$ cat src/rtl/core/duration_text_to_minutes_macros.svh
`ifndef DURATION_TEXT_TO_MINUTES_MACROS_SVH
`define DURATION_TEXT_TO_MINUTES_MACROS_SVH

// Same-cycle implication, disabled during reset.
`define DTM_ASSERT_IMP(lbl, ante, cons, msg) \
	lbl: assert property (@(posedge clk) disable iff (!arst_n) (ante) |-> (cons)) \
		else $error(msg);

// Next-cycle implication, disabled during reset.
`define DTM_ASSERT_NXT(lbl, ante, cons, msg) \
	lbl: assert property (@(posedge clk) disable iff (!arst_n) (ante) |=> (cons)) \
		else $error(msg);

`endif

$ cat src/rtl/core/dtm_pkg.sv
`timescale 1ns / 1ps
package dtm_pkg;

	localparam logic [10:0] MAX_TOTAL_RST = 11'd1440;
	localparam logic [16:0] CAP_RST       = 17'd86400;  // 1440 * 60

	typedef struct packed {
		logic [7:0] char_byte;
		logic       no_char;
		logic       last;
	} req_t;

	typedef struct packed {
		logic        accepted;
		logic [10:0] total_minutes;
		logic [3:0]  status;
	} res_t;

	typedef enum logic [3:0] {
		ST_OK            = 4'd0,
		ST_EMPTY         = 4'd1,
		ST_NO_NUMBER     = 4'd2,
		ST_TOO_LARGE     = 4'd3,
		ST_UNITLESS      = 4'd4,
		ST_HOURS         = 4'd5,
		ST_MINUTES_TWICE = 4'd6,
		ST_SECONDS       = 4'd7,
		ST_BAD_UNIT      = 4'd8,
		ST_ZERO          = 4'd9,
		ST_OVER          = 4'd10
	} status_t;

	// character classes produced by the front end
	typedef enum logic [2:0] {
		CC_NONE  = 3'd0,
		CC_WS    = 3'd1,
		CC_DIGIT = 3'd2,
		CC_H     = 3'd3,
		CC_M     = 3'd4,
		CC_S     = 3'd5,
		CC_OTHER = 3'd6
	} cls_t;

	typedef enum logic [2:0] {
		PH_LEAD   = 3'b001,
		PH_EXPECT = 3'b010,
		PH_DIGITS = 3'b100
	} phase_t;

	typedef struct packed {
		cls_t       cls;
		logic [3:0] dval;
		logic       last;
	} qent_t;

	// parser state captured at end of string
	typedef struct packed {
		status_t     err;
		phase_t      phase;
		logic        ovf;
		logic        seen;
		logic [16:0] dig;
		logic [22:0] tot;
	} fin_t;

endpackage

$ cat src/rtl/core/dtm_front.sv
`timescale 1ns / 1ps
module dtm_front (
	input  dtm_pkg::req_t  req,
	input  logic           take,
	output logic           push,
	output dtm_pkg::qent_t ent
);

	logic [7:0] c;

	assign c = req.char_byte;

	always_comb begin
		ent.dval = c[3:0];
		ent.last = req.last;
		if (req.no_char) begin
			ent.cls = dtm_pkg::CC_NONE;
		end else if (c == 8'h20 || (c >= 8'h09 && c <= 8'h0D)) begin
			ent.cls = dtm_pkg::CC_WS;
		end else if (c >= 8'h30 && c <= 8'h39) begin
			ent.cls = dtm_pkg::CC_DIGIT;
		end else if (c == 8'h68 || c == 8'h48) begin
			ent.cls = dtm_pkg::CC_H;
		end else if (c == 8'h6D || c == 8'h4D) begin
			ent.cls = dtm_pkg::CC_M;
		end else if (c == 8'h73 || c == 8'h53) begin
			ent.cls = dtm_pkg::CC_S;
		end else begin
			ent.cls = dtm_pkg::CC_OTHER;
		end
	end

	// an empty item that does not end the string has no effect: drop it here
	assign push = take && !(req.no_char && !req.last);

endmodule

$ cat src/rtl/core/dtm_queue.sv
`timescale 1ns / 1ps
`include "duration_text_to_minutes_macros.svh"
module dtm_queue #(
	parameter int DEPTH = 2
) (
	input  logic           clk,
	input  logic           arst_n,
	input  logic           push,
	input  dtm_pkg::qent_t push_data,
	output logic           full,
	input  logic           pop,
	output logic           nonempty,
	output dtm_pkg::qent_t head
);

	localparam int PW = (DEPTH > 1) ? $clog2(DEPTH) : 1;
	localparam int CW = $clog2(DEPTH + 1);
	localparam logic [PW-1:0] PTR_LAST = PW'(DEPTH - 1);
	localparam logic [CW-1:0] CNT_FULL = CW'(DEPTH);

	dtm_pkg::qent_t ent_q [DEPTH];
	logic [PW-1:0]  wr_q;
	logic [PW-1:0]  rd_q;
	logic [CW-1:0]  cnt_q;

	assign full     = (cnt_q == CNT_FULL);
	assign nonempty = (cnt_q != '0);
	assign head     = ent_q[rd_q];

	always_ff @(posedge clk) begin
		if (push) begin
			ent_q[wr_q] <= push_data;
		end
	end

	always_ff @(posedge clk or negedge arst_n) begin
		if (!arst_n) begin
			wr_q  <= '0;
			rd_q  <= '0;
			cnt_q <= '0;
		end else begin
			if (push) begin
				wr_q <= (wr_q == PTR_LAST) ? '0 : wr_q + 1'b1;
			end
			if (pop) begin
				rd_q <= (rd_q == PTR_LAST) ? '0 : rd_q + 1'b1;
			end
			case ({push, pop})
				2'b10:   cnt_q <= cnt_q + 1'b1;
				2'b01:   cnt_q <= cnt_q - 1'b1;
				default: cnt_q <= cnt_q;
			endcase
		end
	end

	`DTM_ASSERT_IMP(a_q_no_overrun, full, !push || pop, "queue write while full")
	`DTM_ASSERT_NXT(a_q_drain, pop && !push, cnt_q == $past(cnt_q) - 1'b1, "queue count off on read")

endmodule

$ cat src/rtl/core/dtm_back.sv
`timescale 1ns / 1ps
`include "duration_text_to_minutes_macros.svh"
module dtm_back (
	input  logic           clk,
	input  logic           arst_n,
	input  logic           cfg_wen,
	input  logic [10:0]    cfg_wdata,
	input  logic           q_valid,
	input  dtm_pkg::qent_t head,
	output logic           pop,
	output logic           res_valid,
	input  logic           res_ready,
	output dtm_pkg::res_t  res
);

	// configuration
	logic [10:0] max_q;
	logic [16:0] cap_q;

	// parser state
	dtm_pkg::phase_t  phase_q, n_phase;
	dtm_pkg::status_t err_q, n_err;
	logic [16:0]      dig_q, n_dig;
	logic [22:0]      tot_q, n_tot;
	logic             ovf_q, n_ovf;
	logic             sh_q, n_sh;
	logic             sm_q, n_sm;
	logic             pend_q, n_pend;

	logic [20:0] v10;
	logic [22:0] hr;

	// end-of-string stage and output register
	dtm_pkg::fin_t    fin_s1;
	logic             fin_v_s1;
	logic             fin_adv;
	logic             fin_free;
	dtm_pkg::res_t    res_q;
	logic             res_valid_q;
	dtm_pkg::status_t st;
	logic [22:0]      total;

	assign fin_adv  = fin_v_s1 && (!res_valid_q || res_ready);
	assign fin_free = !fin_v_s1 || fin_adv;
	assign pop      = q_valid && (!head.last || fin_free);

	assign v10 = 21'({dig_q, 3'b000}) + 21'({dig_q, 1'b0}) + 21'(head.dval);
	assign hr  = {dig_q, 6'b000000} - 23'({dig_q, 2'b00});

	always_comb begin
		n_phase = phase_q;
		n_err   = err_q;
		n_dig   = dig_q;
		n_tot   = tot_q;
		n_ovf   = ovf_q;
		n_sh    = sh_q;
		n_sm    = sm_q;
		n_pend  = pend_q;
		case (head.cls)
			dtm_pkg::CC_NONE: begin
			end
			dtm_pkg::CC_WS: begin
				if (phase_q != dtm_pkg::PH_LEAD) begin
					n_pend = 1'b1;
				end
			end
			default: begin
				n_pend = 1'b0;
				if (err_q != dtm_pkg::ST_OK) begin
					n_err = err_q;
				end else if (pend_q) begin
					// held space is parsed as a character: always an error
					if (phase_q == dtm_pkg::PH_DIGITS) begin
						n_err = ovf_q ? dtm_pkg::ST_TOO_LARGE : dtm_pkg::ST_BAD_UNIT;
					end else begin
						n_err = dtm_pkg::ST_NO_NUMBER;
					end
				end else if (phase_q != dtm_pkg::PH_DIGITS) begin
					if (head.cls != dtm_pkg::CC_DIGIT) begin
						n_err = dtm_pkg::ST_NO_NUMBER;
					end else begin
						n_phase = dtm_pkg::PH_DIGITS;
						n_ovf   = 1'b0;
						n_dig   = 17'(head.dval);
						if (17'(head.dval) > cap_q) begin
							n_ovf = 1'b1;
							n_dig = cap_q;
						end
					end
				end else if (head.cls == dtm_pkg::CC_DIGIT) begin
					if (!ovf_q) begin
						if (v10 > 21'(cap_q)) begin
							n_ovf = 1'b1;
							n_dig = cap_q;
						end else begin
							n_dig = v10[16:0];
						end
					end
				end else if (ovf_q) begin
					n_err = dtm_pkg::ST_TOO_LARGE;
				end else begin
					case (head.cls)
						dtm_pkg::CC_H: begin
							if (sh_q || sm_q) begin
								n_err = dtm_pkg::ST_HOURS;
							end else begin
								n_sh    = 1'b1;
								n_tot   = tot_q + hr;
								n_phase = dtm_pkg::PH_EXPECT;
								n_dig   = '0;
							end
						end
						dtm_pkg::CC_M: begin
							if (sm_q) begin
								n_err = dtm_pkg::ST_MINUTES_TWICE;
							end else begin
								n_sm    = 1'b1;
								n_tot   = tot_q + 23'(dig_q);
								n_phase = dtm_pkg::PH_EXPECT;
								n_dig   = '0;
							end
						end
						dtm_pkg::CC_S: begin
							n_err = dtm_pkg::ST_SECONDS;
						end
						default: begin
							n_err = dtm_pkg::ST_BAD_UNIT;
						end
					endcase
				end
			end
		endcase
	end

	always_ff @(posedge clk or negedge arst_n) begin
		if (!arst_n) begin
			max_q <= dtm_pkg::MAX_TOTAL_RST;
			cap_q <= dtm_pkg::CAP_RST;
		end else if (cfg_wen) begin
			max_q <= cfg_wdata;
			cap_q <= {cfg_wdata, 6'b000000} - 17'({cfg_wdata, 2'b00});
		end
	end

	always_ff @(posedge clk or negedge arst_n) begin
		if (!arst_n) begin
			phase_q <= dtm_pkg::PH_LEAD;
			err_q   <= dtm_pkg::ST_OK;
			dig_q   <= '0;
			tot_q   <= '0;
			ovf_q   <= 1'b0;
			sh_q    <= 1'b0;
			sm_q    <= 1'b0;
			pend_q  <= 1'b0;
		end else if (pop) begin
			if (head.last) begin
				phase_q <= dtm_pkg::PH_LEAD;
				err_q   <= dtm_pkg::ST_OK;
				dig_q   <= '0;
				tot_q   <= '0;
				ovf_q   <= 1'b0;
				sh_q    <= 1'b0;
				sm_q    <= 1'b0;
				pend_q  <= 1'b0;
			end else begin
				phase_q <= n_phase;
				err_q   <= n_err;
				dig_q   <= n_dig;
				tot_q   <= n_tot;
				ovf_q   <= n_ovf;
				sh_q    <= n_sh;
				sm_q    <= n_sm;
				pend_q  <= n_pend;
			end
		end
	end

	// snapshot of the final state
	always_ff @(posedge clk) begin
		if (pop && head.last) begin
			fin_s1.err   <= n_err;
			fin_s1.phase <= n_phase;
			fin_s1.ovf   <= n_ovf;
			fin_s1.seen  <= n_sh || n_sm;
			fin_s1.dig   <= n_dig;
			fin_s1.tot   <= n_tot;
		end
	end

	always_ff @(posedge clk or negedge arst_n) begin
		if (!arst_n) begin
			fin_v_s1 <= 1'b0;
		end else if (pop && head.last) begin
			fin_v_s1 <= 1'b1;
		end else if (fin_adv) begin
			fin_v_s1 <= 1'b0;
		end
	end

	// final checks
	assign total = (fin_s1.phase == dtm_pkg::PH_DIGITS) ? 23'(fin_s1.dig) : fin_s1.tot;

	always_comb begin
		if (fin_s1.err != dtm_pkg::ST_OK) begin
			st = fin_s1.err;
		end else if (fin_s1.phase == dtm_pkg::PH_LEAD) begin
			st = dtm_pkg::ST_EMPTY;
		end else if (fin_s1.phase == dtm_pkg::PH_DIGITS && fin_s1.ovf) begin
			st = dtm_pkg::ST_TOO_LARGE;
		end else if (fin_s1.phase == dtm_pkg::PH_DIGITS && fin_s1.seen) begin
			st = dtm_pkg::ST_UNITLESS;
		end else if (total == '0) begin
			st = dtm_pkg::ST_ZERO;
		end else if (total > 23'(max_q)) begin
			st = dtm_pkg::ST_OVER;
		end else begin
			st = dtm_pkg::ST_OK;
		end
	end

	always_ff @(posedge clk) begin
		if (fin_adv) begin
			res_q.accepted      <= (st == dtm_pkg::ST_OK);
			res_q.total_minutes <= (st == dtm_pkg::ST_OK) ? total[10:0] : '0;
			res_q.status        <= st;
		end
	end

	always_ff @(posedge clk or negedge arst_n) begin
		if (!arst_n) begin
			res_valid_q <= 1'b0;
		end else if (fin_adv) begin
			res_valid_q <= 1'b1;
		end else if (res_ready) begin
			res_valid_q <= 1'b0;
		end
	end

	assign res_valid = res_valid_q;
	assign res       = res_q;

	`DTM_ASSERT_IMP(a_ok_nonzero, res_valid && res.status == dtm_pkg::ST_OK, res.accepted && res.total_minutes != 11'd0, "accepted result with zero total")
	`DTM_ASSERT_NXT(a_clear_after_last, pop && head.last, phase_q == dtm_pkg::PH_LEAD && err_q == dtm_pkg::ST_OK && !pend_q, "parser not cleared after string end")
	`DTM_ASSERT_NXT(a_fin_hold, fin_v_s1 && res_valid && !res_ready, fin_v_s1, "end-of-string snapshot lost under stall")
	`DTM_ASSERT_NXT(a_err_sticky, pop && !head.last && err_q != dtm_pkg::ST_OK, err_q == $past(err_q), "first error overwritten")

endmodule

$ cat src/rtl/core/duration_text_to_minutes.sv
`timescale 1ns / 1ps
// Channel   | Handshake              | Payload                             | Role
// request   | req_valid / req_ready  | req  (char_byte, no_char, last)     | one character in
// result    | res_valid / res_ready  | res  (accepted, total_minutes, status) | one per string
// config    | cfg_wen                | cfg_wdata (max_total_minutes)       | write, no wait
//
// One request per cycle sustained while results are taken; the parser consumes one character a cycle.
// A result for the request marked last passes, in order, through the queue,
// the parser, the end-of-string stage and the output register.
// Reset (arst_n low) clears the parser and restores max_total_minutes to 1440.
// A stalled result holds the snapshot stage; the parser then stops only on the
// next end-of-string request, and req_ready drops once the queue fills.
module duration_text_to_minutes #(
	parameter int QDEPTH = 2
) (
	input  logic          clk,
	input  logic          arst_n,
	input  logic          req_valid,
	output logic          req_ready,
	input  dtm_pkg::req_t req,
	output logic          res_valid,
	input  logic          res_ready,
	output dtm_pkg::res_t res,
	input  logic          cfg_wen,
	input  logic [10:0]   cfg_wdata
);

	logic           q_full;
	logic           q_valid;
	logic           push;
	logic           pop;
	dtm_pkg::qent_t push_ent;
	dtm_pkg::qent_t head;

	// front end takes a request whenever the queue has room
	assign req_ready = !q_full;

	// classify each character (digit, space, unit letter, other)
	dtm_front u_front (
		.req  (req),
		.take (req_valid && req_ready),
		.push (push),
		.ent  (push_ent)
	);

	// short queue decouples intake from the parser
	dtm_queue #(
		.DEPTH (QDEPTH)
	) u_queue (
		.clk       (clk),
		.arst_n    (arst_n),
		.push      (push),
		.push_data (push_ent),
		.full      (q_full),
		.pop       (pop),
		.nonempty  (q_valid),
		.head      (head)
	);

	// parser, final checks and output register
	dtm_back u_back (
		.clk       (clk),
		.arst_n    (arst_n),
		.cfg_wen   (cfg_wen),
		.cfg_wdata (cfg_wdata),
		.q_valid   (q_valid),
		.head      (head),
		.pop       (pop),
		.res_valid (res_valid),
		.res_ready (res_ready),
		.res       (res)
	);

endmodule
$ cat config.mk
export PLATFORM = sky130hd
export DESIGN_NAME = duration_text_to_minutes
export DESIGN_NICKNAME = d
export VERILOG_FILES = /design/src/rtl/core/dtm_pkg.sv /design/src/rtl/core/dtm_front.sv /design/src/rtl/core/dtm_queue.sv /design/src/rtl/core/dtm_back.sv /design/src/rtl/core/duration_text_to_minutes.sv
export VERILOG_INCLUDE_DIRS = /design/src /design/src/rtl/core
export SDC_FILE = /design/constraint.sdc
export NUM_CORES = 1
export LEC_CHECK = 0
export BUFFER_PORTS_ARGS = -buffer_cell sky130_fd_sc_hd__buf_4
export CELL_PAD_IN_SITES_DETAIL_PLACEMENT = 1
export CELL_PAD_IN_SITES_GLOBAL_PLACEMENT = 2
export CORE_UTILIZATION = 37
export CTS_CLUSTER_SIZE = 40
export DETAILED_ROUTE_END_ITERATION = 12
export PLACE_DENSITY = 0.89
export SLEW_MARGIN = 20
export SYNTH_ARGS = -nofsm -noshare
export SYNTH_HDL_FRONTEND = slang
export SYNTH_SLANG_ARGS = --single-unit
export TNS_END_PERCENT = 10
$ cat constraint.sdc
create_clock -name clk -period 5 [get_ports clk]
set_input_delay 1 -clock clk [delete_from_list [all_inputs] [get_ports clk]]
set_output_delay 1 -clock clk [all_outputs]
set_load 0.01 [all_outputs]
# Word level (Yosys, flattened, before mapping)
# Memory sizes are Yosys's and may differ from the RTL's.
# Cells that the tools add are included.
# word_totals
regBits,150
ramBits,16
inputBits,26
output_inout_bits,18
wordCells,201
mem_count,1
# memory_table
name,words,word_bits,rd,rd_clocked_by_memory_dff,write_ports,line_no,rtl
u_queue.ent_q,2,8,1,0,1,dtm_queue.sv:21,dtm_pkg::qent_t ent_q [DEPTH];
# op_classes
addsub,10
n_lt_le_gt_ge,7
eq_ne,23
mux,100
n_reduce_logical,36
# op_table
op,count
two-way mux 23 bit,10
two-way mux 17 bit,13
two-way mux 4 bit,18
equality test 8 x 7 -> 1 bit (second input constant),6
one-hot mux 23 bit (2 select lines),1
two-way mux 3 bit,15
two-way mux 1 bit,37
one-hot mux 17 bit (2 select lines),1
adder 23 x 17 -> 23 bit,1
adder 23 bit,1
greater-than comparator 23 x 11 -> 1 bit,1
zero test 23 bit,1
subtractor 23 x 19 -> 23 bit,1
adder 20 x 18 -> 21 bit,1
adder 21 x 4 -> 21 bit,1
greater-than comparator 21 x 17 -> 1 bit,1
greater-than comparator 4 x 17 -> 1 bit,1
subtractor 17 x 13 -> 17 bit,1
equality test 3 bit (second input constant),4
one-hot mux 4 bit (3 select lines),1
logical AND 1 bit,10
logical OR 1 bit,9
equality test 8 x 6 -> 1 bit (second input constant),1
greater-or-equal comparator 8 x 4 -> 1 bit (second input constant),1
25 further kinds,39

# Depth between registers and ports, before layout
# Gate-level depths: netlist of the first run.
# depth
depth_word,11
depth_mapped,22
mapped_depth_nobuf,19

# By module
# Synthesis of the first run repeated with hierarchy kept, for this count alone.
# hier_totals
cells_unflattened,1429
hier_area_um2,13011.2
# by_module_without_submodules
mod,instances,cells_each,area_per_inst_um2,seq_area_each_um2
dtm_back,1,1356,12026.5,3916.3
dtm_queue,1,41,764.5,580.6
dtm_front,1,30,210.2,0.0
duration_text_to_minutes,1,2,10.0,0.0

# Least setup slack after synthesis of the first run
# No wires, ideal clock.
# synth_path
kind,register -> register
from,reg u_queue.rd_q
to,"reg u_back.fin_s1[39] in the netlist's numbering, data pin"
setup_time_ns,0.256
arrival_ns,4.989
required_ns,4.744
path_slack_ns,-0.245
path_stages_with_launch,23
path_buffers,3
synth_period_minus_slack_ns,5.245
path_cell_list,dfrtp_1 clkbuf_1 buf_2 mux2_2 ha_1 ha_1 fa_1 a211oi_1 o21ai_0 o21a_1 o21ai_0 a211o_1 o2111ai_1 ha_1 a21oi_1 o21ai_0 nor3_1 a21oi_1 a2111oi_4 buf_6 mux2i_1 o211ai_1 a22o_1
# synth_via
elab_chain_len,10
word_cells_on_any_way,22
classes_between,1 x add/sub; 2 x order compare; 5 x eq/ne; 11 x mux; 2 x reduce/logical; 1 x memory
# synth_rtl
item,line_no,rtl
from (decl),dtm_queue.sv:23,logic [PW-1:0] rd_q;
from (signal assigned),dtm_queue.sv:46,rd_q <= (rd_q == PTR_LAST) ? '0 : rd_q + 1'b1;
memory (2 x 8 bit) (*),--,
adder 21 x 4 -> 21 bit,dtm_back.sv:47,"assign v10 = 21'({dig_q, 3'b000}) + 21'({dig_q, 1'b0}) + 21'(head.dval);"
greater-than comparator 21 x 17 -> 1 bit,dtm_back.sv:92,if (v10 > 21'(cap_q)) begin
two-way mux 17 bit,dtm_back.sv:92,
two-way mux 17 bit,dtm_back.sv:91,if (!ovf_q) begin
two-way mux 17 bit,dtm_back.sv:90,end else if (head.cls == dtm_pkg::CC_DIGIT) begin
two-way mux 17 bit,dtm_back.sv:78,end else if (phase_q != dtm_pkg::PH_DIGITS) begin
two-way mux 17 bit,dtm_back.sv:71,end else if (pend_q) begin
two-way mux 17 bit,dtm_back.sv:69,if (err_q != dtm_pkg::ST_OK) begin
two-way mux 17 bit (*),dtm_back.sv:59,case (head.cls)
named net u_back.n_dig[16],dtm_back.sv:23,"logic [16:0] dig_q, n_dig;"
to (decl),dtm_back.sv:34,dtm_pkg::fin_t fin_s1;
# The timed path passes the listed nets; every way through them passes the cells marked *.
# A chain may end at the register's enable or synchronous reset.

# Worst setup path in the final report of the first run
# layout_path
from,reg u_queue.rd_q
to,"reg u_back.fin_s1[27] in the netlist's numbering, data pin"
# The elaborated chain is that of the path after synthesis.

==> results of run 1 <==
path summary, 6_finish.rpt:
kind | to | start | slack (ns) | cells after the start
max | u_back.fin_s1[27]$_DFFE_PP_ | u_queue.rd_q$_DFFE_PN0P_ | -0.01 | 21
min | u_back.res_valid$_DFFE_PN0P_ | u_back.fin_v_s1$_DFFE_PN0P_ | 0.50 | 1
max reg2reg | u_back.fin_s1[27]$_DFFE_PP_ | u_queue.rd_q$_DFFE_PN0P_ | -0.01 | 21
min reg2reg | u_back.res_valid$_DFFE_PN0P_ | u_back.fin_v_s1$_DFFE_PN0P_ | 0.50 | 1
max in group asynchronous | u_back.phase_q[0]$_DFFE_PN1P_ | arst_n | 3.39 | 2
min in group asynchronous | u_back.max_q[9]$_DFFE_PN0P_ | arst_n | 0.62 | 1
metrics by stage:
step,setup TNS (ns),area (um2)
floorplan,0,12800
global placement,-0.0183,13900
detailed placement,-1.00,13900
CTS,0,14500
global route,-3.43,14800
finish,-0.0175,14800
final cells by class:
cell class | count | share of cell area, %
sequential | 163 | 30.5
multi-input combinational | 1060 | 52.5
clock inverter | 13 | 0.983
tap | 448 | 3.80
inverter | 138 | 3.51
timing repair buffer | 111 | 5.70
clock buffer | 19 | 3.07
cells in the final DEF, fill, tap and decap left out, types with 29 or more instances in the layout:
cell type,n
dfrtp_1,71
nor3_1,29
edfxtp_1,81
nor2_1,84
ha_1,111
buf_4,107
o21ai_0,102
a21oi_1,95
inv_1,135
a21o_1,29
a22o_1,43
xnor2_1,32
nand2_1,124
cell usage after synthesis (all sizes together), types with 17 or more instances:
library cell | number | area (um2)
nor3 | 32 | 165
a31oi | 21 | 131
nand2 | 124 | 465
a22o | 43 | 377
xnor2 | 33 | 289
nand3 | 20 | 100
dfrtp | 72 | 1800
a21o | 29 | 218
inv | 137 | 514
o21ai | 110 | 551
nand4 | 17 | 106
edfxtp | 81 | 2430
nor2 | 85 | 322
clkbuf | 38 | 143
xor2 | 25 | 219
a21oi | 102 | 510
ha | 114 | 1430
mux2i | 24 | 240
state kept, by name (all words and copies together) (netlist names):
signal            cells
u_back.ovf_q          1
u_back.fin_s1        49
u_queue.cnt_q         2
u_back.phase_q        3
u_back.fin_v_s1       1
u_back.pend_q         1
u_back.res           16
u_queue.wr_q          1
u_back.err_q          4
u_queue.ent_q        16
u_back.tot_q         23
u_back.dig_q         17
u_back.sh_q           1
u_back.sm_q           1
u_back.res_valid      1
u_queue.rd_q          1
u_back.cap_q         14
u_back.max_q         11
per-layer routing:
layer  share of wire, %  global-route usage (%)  vias up
met5                  0                       0        -
met4                3.5                    10.4        0
met3                6.6                    4.57       80
met2                 46                    39.8      395
met1                 44                    33.0     5845
li1                   -                       -     5369
power groups by stage:
stage          Sequential (mW)  Combinational [mW]  Clock [mW]
5_1_grt                   2.16                6.44        1.41
3_5_place_dp              2.14                5.48           0
2_1_floorplan             2.09                3.70           0
6_report                  2.13                5.97        1.36
3_3_place_gp              2.12                5.34           0
4_1_cts                   2.12                5.62        1.37
timing repair:
item	in CTS	in global routing
cloned	1	1
gates resized for setup	2	35
endpoints found under the setup margin	14	36
setup buffers	1	11
pin swaps	2	41
kinds of logic (layout without fill, tap and decap cells):
group	count (synthesis)	in the layout	share of synthesized area, %
XOR/XNOR	58	58	3.99
buffers and inverters	181	281	5.42
adder cells (fa/ha/maj)	130	130	13.7
AND/OR/NAND/NOR	377	377	14.4
AO/OA/AOI/OAI	461	461	24.4
flip-flops	163	163	35.3
multiplexers	34	34	2.77
==> results.ini, run 1 <==
[sta]
rsz0062_at_grt = yes
finalCriticalPeriod_ns = 5.01
hold_slack_ns = 0.505
slew_viol_final = 0
fmax_mhz = 199
max_slew_margin_pct = 30.3
finalSetupViolCount = 2
finalClockSkew_ns = 0.0129
fin_crit_sh_pct = 100
hold_violations = 0
setup_ws_ns = -0.0139
worstMarginPinSlew_ns = 1.05

[clock_tree]
cts_tree = built
clock-root-buffer = clkbuf_16
ctsHoldBuffers = 0
clk_latency_ns = 0.45
cts_buffers = 17
htreeDepth = 4
clock_path_buffers = 2
clk_pin_slew_ns = 0.07
clkSinkCount = 163

[power]
swShare_pct = 47.8
fin_total_pwr_mw = 9.46
combPwrFrac_pct = 63.1
switching_power_mw = 4.52
pwr-share-seq_pct = 22.5
p_int_mw = 4.94
p_leak_nw = 6.53
pwr_density_cell_nw_per_um2 = 641
p_clk_share_pct = 14.4
peakVddDrop_mv = 0.362

[critical_path]
crit_path_frequent_cell = a31oi_1
critPathKind = reg -> reg
crit_chain = mux2i_4 -> fa_1 -> inv_2 -> fa_2 -> a211oi_2 -> o21ai_2 -> buf_4 -> a31o_4 -> a31oi_4 -> xnor2_2 -> ha_1 -> a21oi_2 -> a31oi_1 -> nor3_2 -> a21oi_2 -> a2111oi_4 -> buf_2 -> buf_4 -> nor3_1 -> a31oi_1 -> a31oi_1
crit_fanout = 5
cpPeakStageDelay_ns = 0.50
worst_ep_required_time_ns = 5.19
cp_num_buf_inv = 4
crit_family = compound AO/OA/AOI/OAI gates
setup.worst_path.end_class = register
slowest_stage = fa_1
cp-start-kind = register
arrival_ns = 5.20

[final_layout]
antennaDiodeCount = 0
final-seq-area_um2 = 4500
nets = 1647
nFillCells = 3921
layout-drive-gt1-share_pct = 14.6
multi_input_area_um2 = 7750
final_core_util_pct = 43.8
synthToLayoutAreaGrowth_pct = 16.0
stdcell_count = 1952

[die]
die_x_um = 188
coreArea_um2 = 33700
start_util_pct = 37.8
die_h_um = 188
dieArea_um2 = 35200
rows = 67
pin_count = 44

[detailed_routing]
vias = 11689
drt_wl_total_mm = 44.2
drt-initial-drc-count = 1010
route.detailed.drc = 0
ant_nets = 0
wl_per_cell_um = 22.7
via_per_inst = 5.99
dr.pass1.iters = 5

[global_routing]
grt_use_total_pct = 24.9
antenna_found_initial = 1
grt_max_degree = 53
grt.overflow.total = 0
grt_pass1_wl_mm = 67.7
grt_pass1_vias = 11805

[synth]
synth-warning-count = 0
synth_ff_type = edfxtp_1
ys_ff_latch = 163
async_reset_ff_share_pct = 50.3
syn_area_um2 = 12700
syn_avg_cell_area_um2 = 9.07
synthDistinctLibCells = 79
synth_edf_count = 81
syn_inst = 1404
ys_seq_area_share_pct = 35.3
syn_nets = 1560

[placed_design]
pre_cts_ws_ns = -0.159
hpwl_mm = 33.2
port_buffers = 43
routabilityCongestion = 0.906
dp.cells = 1907

[flow_run]
drv_cap = 0

[run_status]
status = finished, violations left
violations = negative setup slack

[hold_path]
hp-class = reg -> reg

No activity file was read; power rests on OpenSTA's default activity.
==> run 2, diff against run 1 <==
--- a/config.mk
+++ b/config.mk
@@ -7,12 +7,13 @@
 export NUM_CORES = 1
 export LEC_CHECK = 0
 export BUFFER_PORTS_ARGS = -buffer_cell sky130_fd_sc_hd__buf_4
+export CAP_MARGIN = 10
 export CELL_PAD_IN_SITES_DETAIL_PLACEMENT = 1
 export CELL_PAD_IN_SITES_GLOBAL_PLACEMENT = 2
 export CORE_UTILIZATION = 37
 export CTS_CLUSTER_SIZE = 40
 export DETAILED_ROUTE_END_ITERATION = 12
-export PLACE_DENSITY = 0.89
+export PLACE_DENSITY_LB_ADDON = 0.1
 export SLEW_MARGIN = 20
 export SYNTH_ARGS = -nofsm -noshare
 export SYNTH_HDL_FRONTEND = slang
==> results.ini, run 2 (same netlist as run 1, synthesis figures left out) <==
[final_layout]
final_cell_mix = 136 x inv_1, 124 x nand2_1, 111 x ha_1
largest_reg_flops = 49
top_register = u_back.fin_s1
antennaDiodeCount = 0
top_regs = u_back.fin_s1 (49), u_back.tot_q (23), u_back.dig_q (17)
final_common_cell = inv_1
layout-drive-gt1-share_pct = 14.7
synthToLayoutAreaGrowth_pct = 16.4
nets = 1648
stdcell_area_um2 = 14800

[sta]
fin_crit_sh_pct = 98.0
fmax_mhz = 204
finalSetupViolCount = 0
rsz0062_at_grt = yes
finalClockSkew_ns = 0.0142
finalCriticalPeriod_ns = 4.90
slew_viol_final = 0
worstMarginPinSlew_ns = 1.08
hold_violations = 0
max_slew_margin_pct = 27.9
setup_ws_ns = 0.0997

[die]
rows = 67
dieArea_um2 = 35200
coreArea_um2 = 33700
die_h_um = 188
die_x_um = 188
start_util_pct = 37.8
pin_count = 44

[clock_tree]
clk_latency_ns = 0.45
cts_tree = built
clock_path_buffers = 2
clk_pin_slew_ns = 0.07
ctsHoldBuffers = 0
clock-root-buffer = clkbuf_16
htreeDepth = 4
cts_buffers = 17
clkSinkCount = 163

[critical_path]
setup.worst_path.end_class = register
cp-start-kind = register
worst_ep_required_time_ns = 5.21
arrival_ns = 5.11
critPathKind = reg -> reg
crit_fanout = 6

[global_routing]
grt_pass1_wl_mm = 69.4
grt.overflow.total = 0
grt_pass1_vias = 11362
grt_use_total_pct = 26.0
antenna_found_initial = 0
grt_max_degree = 53

[flow_run]
drv_cap = 0

[hold_path]
hp-class = reg -> reg

[detailed_routing]
wl_per_cell_um = 23.1
ant_nets = 0
dr.pass1.iters = 5
drt_wl_total_mm = 45.1
vias = 11426
via_per_inst = 5.85
route.detailed.drc = 0
drt-initial-drc-count = 844

[power]
pwr_density_cell_nw_per_um2 = 646
peakVddDrop_mv = 0.361
p_leak_nw = 6.54

[placed_design]
place_area_um2 = 13900
routabilityCongestion = 0.897
hpwl_mm = 35.0
pre_cts_ws_ns = -0.121
port_buffers = 43

[run_status]
status = completed

## run 2: layout make-up
class	count	area, um2
Clock inverter	11	133
Tap cell	448	561
Inverter	138	518
Fill cell	3921	18900
Multi-Input combinational cell	1060	7750
Timing Repair Buffer	112	873
Sequential cell	163	4500
Clock buffer	21	492
## run 2: report_power, final
part / internal [mW] / switching, mW / total, mW
Combinational: 2.35 / 3.68 / 6.02
Clock: 0.816 / 0.601 / 1.42
Sequential: 1.87 / 0.258 / 2.13
Total: 5.04 / 4.54 / 9.58
## run 2: path summary, 6_finish.rpt
kind,slack (ns),cells past startpoint,from,end
hold / removal,0.50,1,u_queue.wr_q$_DFFE_PN0P_,u_queue.wr_q$_DFFE_PN0P_
setup reg to reg,0.1,21,u_queue.rd_q$_DFFE_PN0P_,u_back.fin_s1[26]$_DFFE_PP_
max in group asynchronous,3.42,2,arst_n,u_back.max_q[8]$_DFFE_PN1P_
setup / recovery,0.1,21,u_queue.rd_q$_DFFE_PN0P_,u_back.fin_s1[26]$_DFFE_PP_
min in group asynchronous,0.62,1,arst_n,u_back.tot_q[3]$_DFFE_PN0P_
hold reg to reg,0.50,1,u_queue.wr_q$_DFFE_PN0P_,u_queue.wr_q$_DFFE_PN0P_
## run 2: metal layers
layer	global-route usage [%]	up-vias	share of wire, %
li1	-	5360	-
met4	7.50	0	2.0
met1	38.2	5760	49
met2	39.6	258	45
met3	3.69	48	4.1
met5	0	-	0
## run 2: repair_timing
action	CTS	global route
resized for setup	4	34
pin swaps	2	37
endpoints found under the setup margin	18	36
gates cloned	0	1
setup buffers	1	9
## run 2: critical path: stages (launching register included)
cell,delay (ns)
dfrtp_2,0.44
buf_6,0.13
mux2_4,0.30
ha_4,0.17
ha_4,0.17
fa_2,0.40
a211oi_2,0.25
o21ai_2,0.10
buf_4,0.15
a31o_4,0.25
a31oi_4,0.18
xnor2_2,0.10
ha_1,0.36
a21oi_2,0.16
a31oi_1,0.10
nor3_1,0.23
a21oi_2,0.11
a2111oi_4,0.31
buf_6,0.21
mux2i_1,0.20
o211ai_1,0.13
a22o_1,0.22
## run 2: through the flow
step	power, mW	util [%]	TNS [ns]	hold WS [ns]	instances
5_1_grt	10.2	44.0	-2.18	0.514	1953
3_5_place_dp	7.77	41.4	-0.538	0.484	1910
6_report	9.58	44.0	0	0.497	1953
2_1_floorplan	5.79	-	0	0.449	1404
4_1_cts	9.27	43.3	-0.254	0.498	1943
3_3_place_gp	7.69	41.4	0	0.482	1910
==> run 3, diff against run 2 <==
--- a/config.mk
+++ b/config.mk
@@ -11,7 +11,7 @@
 export CELL_PAD_IN_SITES_DETAIL_PLACEMENT = 1
 export CELL_PAD_IN_SITES_GLOBAL_PLACEMENT = 2
 export CORE_UTILIZATION = 37
-export CTS_CLUSTER_SIZE = 40
+export CTS_BUF_LIST = sky130_fd_sc_hd__clkbuf_8
 export DETAILED_ROUTE_END_ITERATION = 12
 export PLACE_DENSITY_LB_ADDON = 0.1
 export SLEW_MARGIN = 20
==> results.ini, run 3 (same netlist as run 1, synthesis figures left out) <==
[global_routing]
grt_pass1_vias = 11360
met3_usage_pct = 3.84
grt.overflow.total = 0
met2_usage_pct = 39.7
use_met1_pct = 37.9
grt_max_degree = 53
gr-max-usage-layer = met2
antenna_found_initial = 1
grt_pass1_wl_mm = 69.1
grt_use_total_pct = 25.8

[run_status]
status = completed

[hold_path]
whs_path_depth = 1
hp-class = reg -> reg

[clock_tree]
clock_path_buffers = 2
clock-root-buffer = clkbuf_8
htreeDepth = 4
clk_pin_slew_ns = 0.10
ctsHoldBuffers = 0
cts_buffers = 17
clk_latency_ns = 0.49
cts_tree = built
clkSinkCount = 163

[critical_path]
setup.worst_path.end_class = register
cp.depth = 21
cp-start-kind = register
crit_chain = buf_6 -> mux2_4 -> ha_4 -> ha_4 -> fa_2 -> a211oi_2 -> o21ai_2 -> buf_4 -> a31o_4 -> a31oi_4 -> xnor2_2 -> ha_1 -> a21oi_2 -> a31oi_1 -> nor3_1 -> a21oi_2 -> a2111oi_4 -> buf_6 -> mux2i_1 -> o211ai_1 -> a22o_1
crit_family = compound AO/OA/AOI/OAI gates
arrival_ns = 5.16
cp_num_buf_inv = 3
slowest_stage = dfrtp_2
regToRegSetupSlack_ns = 0.1
r2r_cells = 21
critPathKind = reg -> reg
cpPeakStageDelay_ns = 0.45
worst_ep_required_time_ns = 5.25
crit_fanout = 7

[die]
die_x_um = 188
dieArea_um2 = 35200
pin_count = 44
coreArea_um2 = 33700
rows = 67
start_util_pct = 37.8
die_h_um = 188

[final_layout]
stdcell_count = 1952
nets = 1647
final_cell_mix = 136 x inv_1, 124 x nand2_1, 111 x ha_1
final_core_util_pct = 43.5
top_regs = u_back.fin_s1 (49), u_back.tot_q (23), u_back.dig_q (17)
synthToLayoutAreaGrowth_pct = 15.0
antennaDiodeCount = 0
layout-drive-gt1-share_pct = 14.4
nFillCells = 3947
final_common_cell = inv_1
largest_reg_flops = 49
top_register = u_back.fin_s1
stdcell_area_um2 = 14700

[power]
fin_total_pwr_mw = 9.33
pwr_density_cell_nw_per_um2 = 637
p_leak_nw = 6.46
peakVddDrop_mv = 0.357

[sta]
fin_crit_sh_pct = 98.1
finalCriticalPeriod_ns = 4.90
hold_violations = 0
fmax_mhz = 204
max_slew_margin_pct = 25.7
rsz0062_at_grt = yes
finalClockSkew_ns = 0.0173
setup_ws_ns = 0.0952
slew_viol_final = 0
worstMarginPinSlew_ns = 1.11
finalSetupViolCount = 0
tns_ns = 0
hold_slack_ns = 0.503

[detailed_routing]
wl_per_cell_um = 23.0
drt_wl_total_mm = 44.9
ant_nets = 0
drt-initial-drc-count = 815
vias = 11355
route.detailed.drc = 0
dr.pass1.iters = 6
via_per_inst = 5.82

[placed_design]
routabilityCongestion = 0.897
port_buffers = 43
place_area_um2 = 13900
dp.cells = 1910
pre_cts_ws_ns = -0.121
hpwl_mm = 35.0

[flow_run]
drv_cap = 0

-- run 3: changes by cell type in the layout (fill, tap and decap cells not counted), sizes merged --
cell / delta
buf: -2
bufinv: +1
-- run 3: area by class of cell --
type | instances | area [um2] | share of cell area [%]
sequential | 163 | 4500 | 30.7
timing repair buffer | 111 | 883 | 6.03
tap | 448 | 561 | 3.83
clock buffer | 20 | 275 | 1.88
multi-input combinational | 1060 | 7750 | 52.9
inverter | 138 | 518 | 3.54
clock inverter | 12 | 163 | 1.11
-- run 3: routing by layer --
metal  part of all wire [%]  wire length (um)  vias to the layer above
met4                    1.9               837                        0
met2                     45             20000                      261
met3                    4.6              2080                       42
li1                       -                 -                     5357
met5                      0                 0                        -
met1                     49             22000                     5695
-- run 3: worst reg2reg max path, stage by stage (launching register included) --
cell and delay (ns):
dfrtp_2 0.45, buf_6 0.13, mux2_4 0.30, ha_4 0.17, ha_4 0.17, fa_2 0.40, a211oi_2 0.26, o21ai_2 0.10
buf_4 0.14, a31o_4 0.25, a31oi_4 0.18, xnor2_2 0.10, ha_1 0.36, a21oi_2 0.16, a31oi_1 0.10, nor3_1 0.23
a21oi_2 0.11, a2111oi_4 0.33, buf_6 0.22, mux2i_1 0.20, o211ai_1 0.13, a22o_1 0.22
-- run 3: timing repair --
action / 4_1_cts / 5_1_grt
buffers inserted: 1 / 7
setup endpoints to repair: 17 / 36
pin swaps: 2 / 36
gates cloned: 0 / 2
resized for setup: 4 / 33
-- run 3: power breakdown --
| group | switching [mW] | leakage [nW] | internal [mW] |
|---|---|---|---|
| sequential | 0.257 | 1.85 | 1.87 |
| combinational | 3.71 | 4.39 | 2.40 |
| clock | 0.553 | 0.224 | 0.545 |
-- run 3: worst paths after layout --
check	from	end
min in group asynchronous	arst_n	u_back.tot_q[3]$_DFFE_PN0P_
min reg2reg	u_queue.wr_q$_DFFE_PN0P_	u_queue.wr_q$_DFFE_PN0P_
max in group asynchronous	arst_n	u_back.max_q[8]$_DFFE_PN1P_
max reg2reg	u_queue.rd_q$_DFFE_PN0P_	u_back.fin_s1[39]$_DFFE_PP_
max	u_queue.rd_q$_DFFE_PN0P_	u_back.fin_s1[39]$_DFFE_PP_
min	u_queue.wr_q$_DFFE_PN0P_	u_queue.wr_q$_DFFE_PN0P_
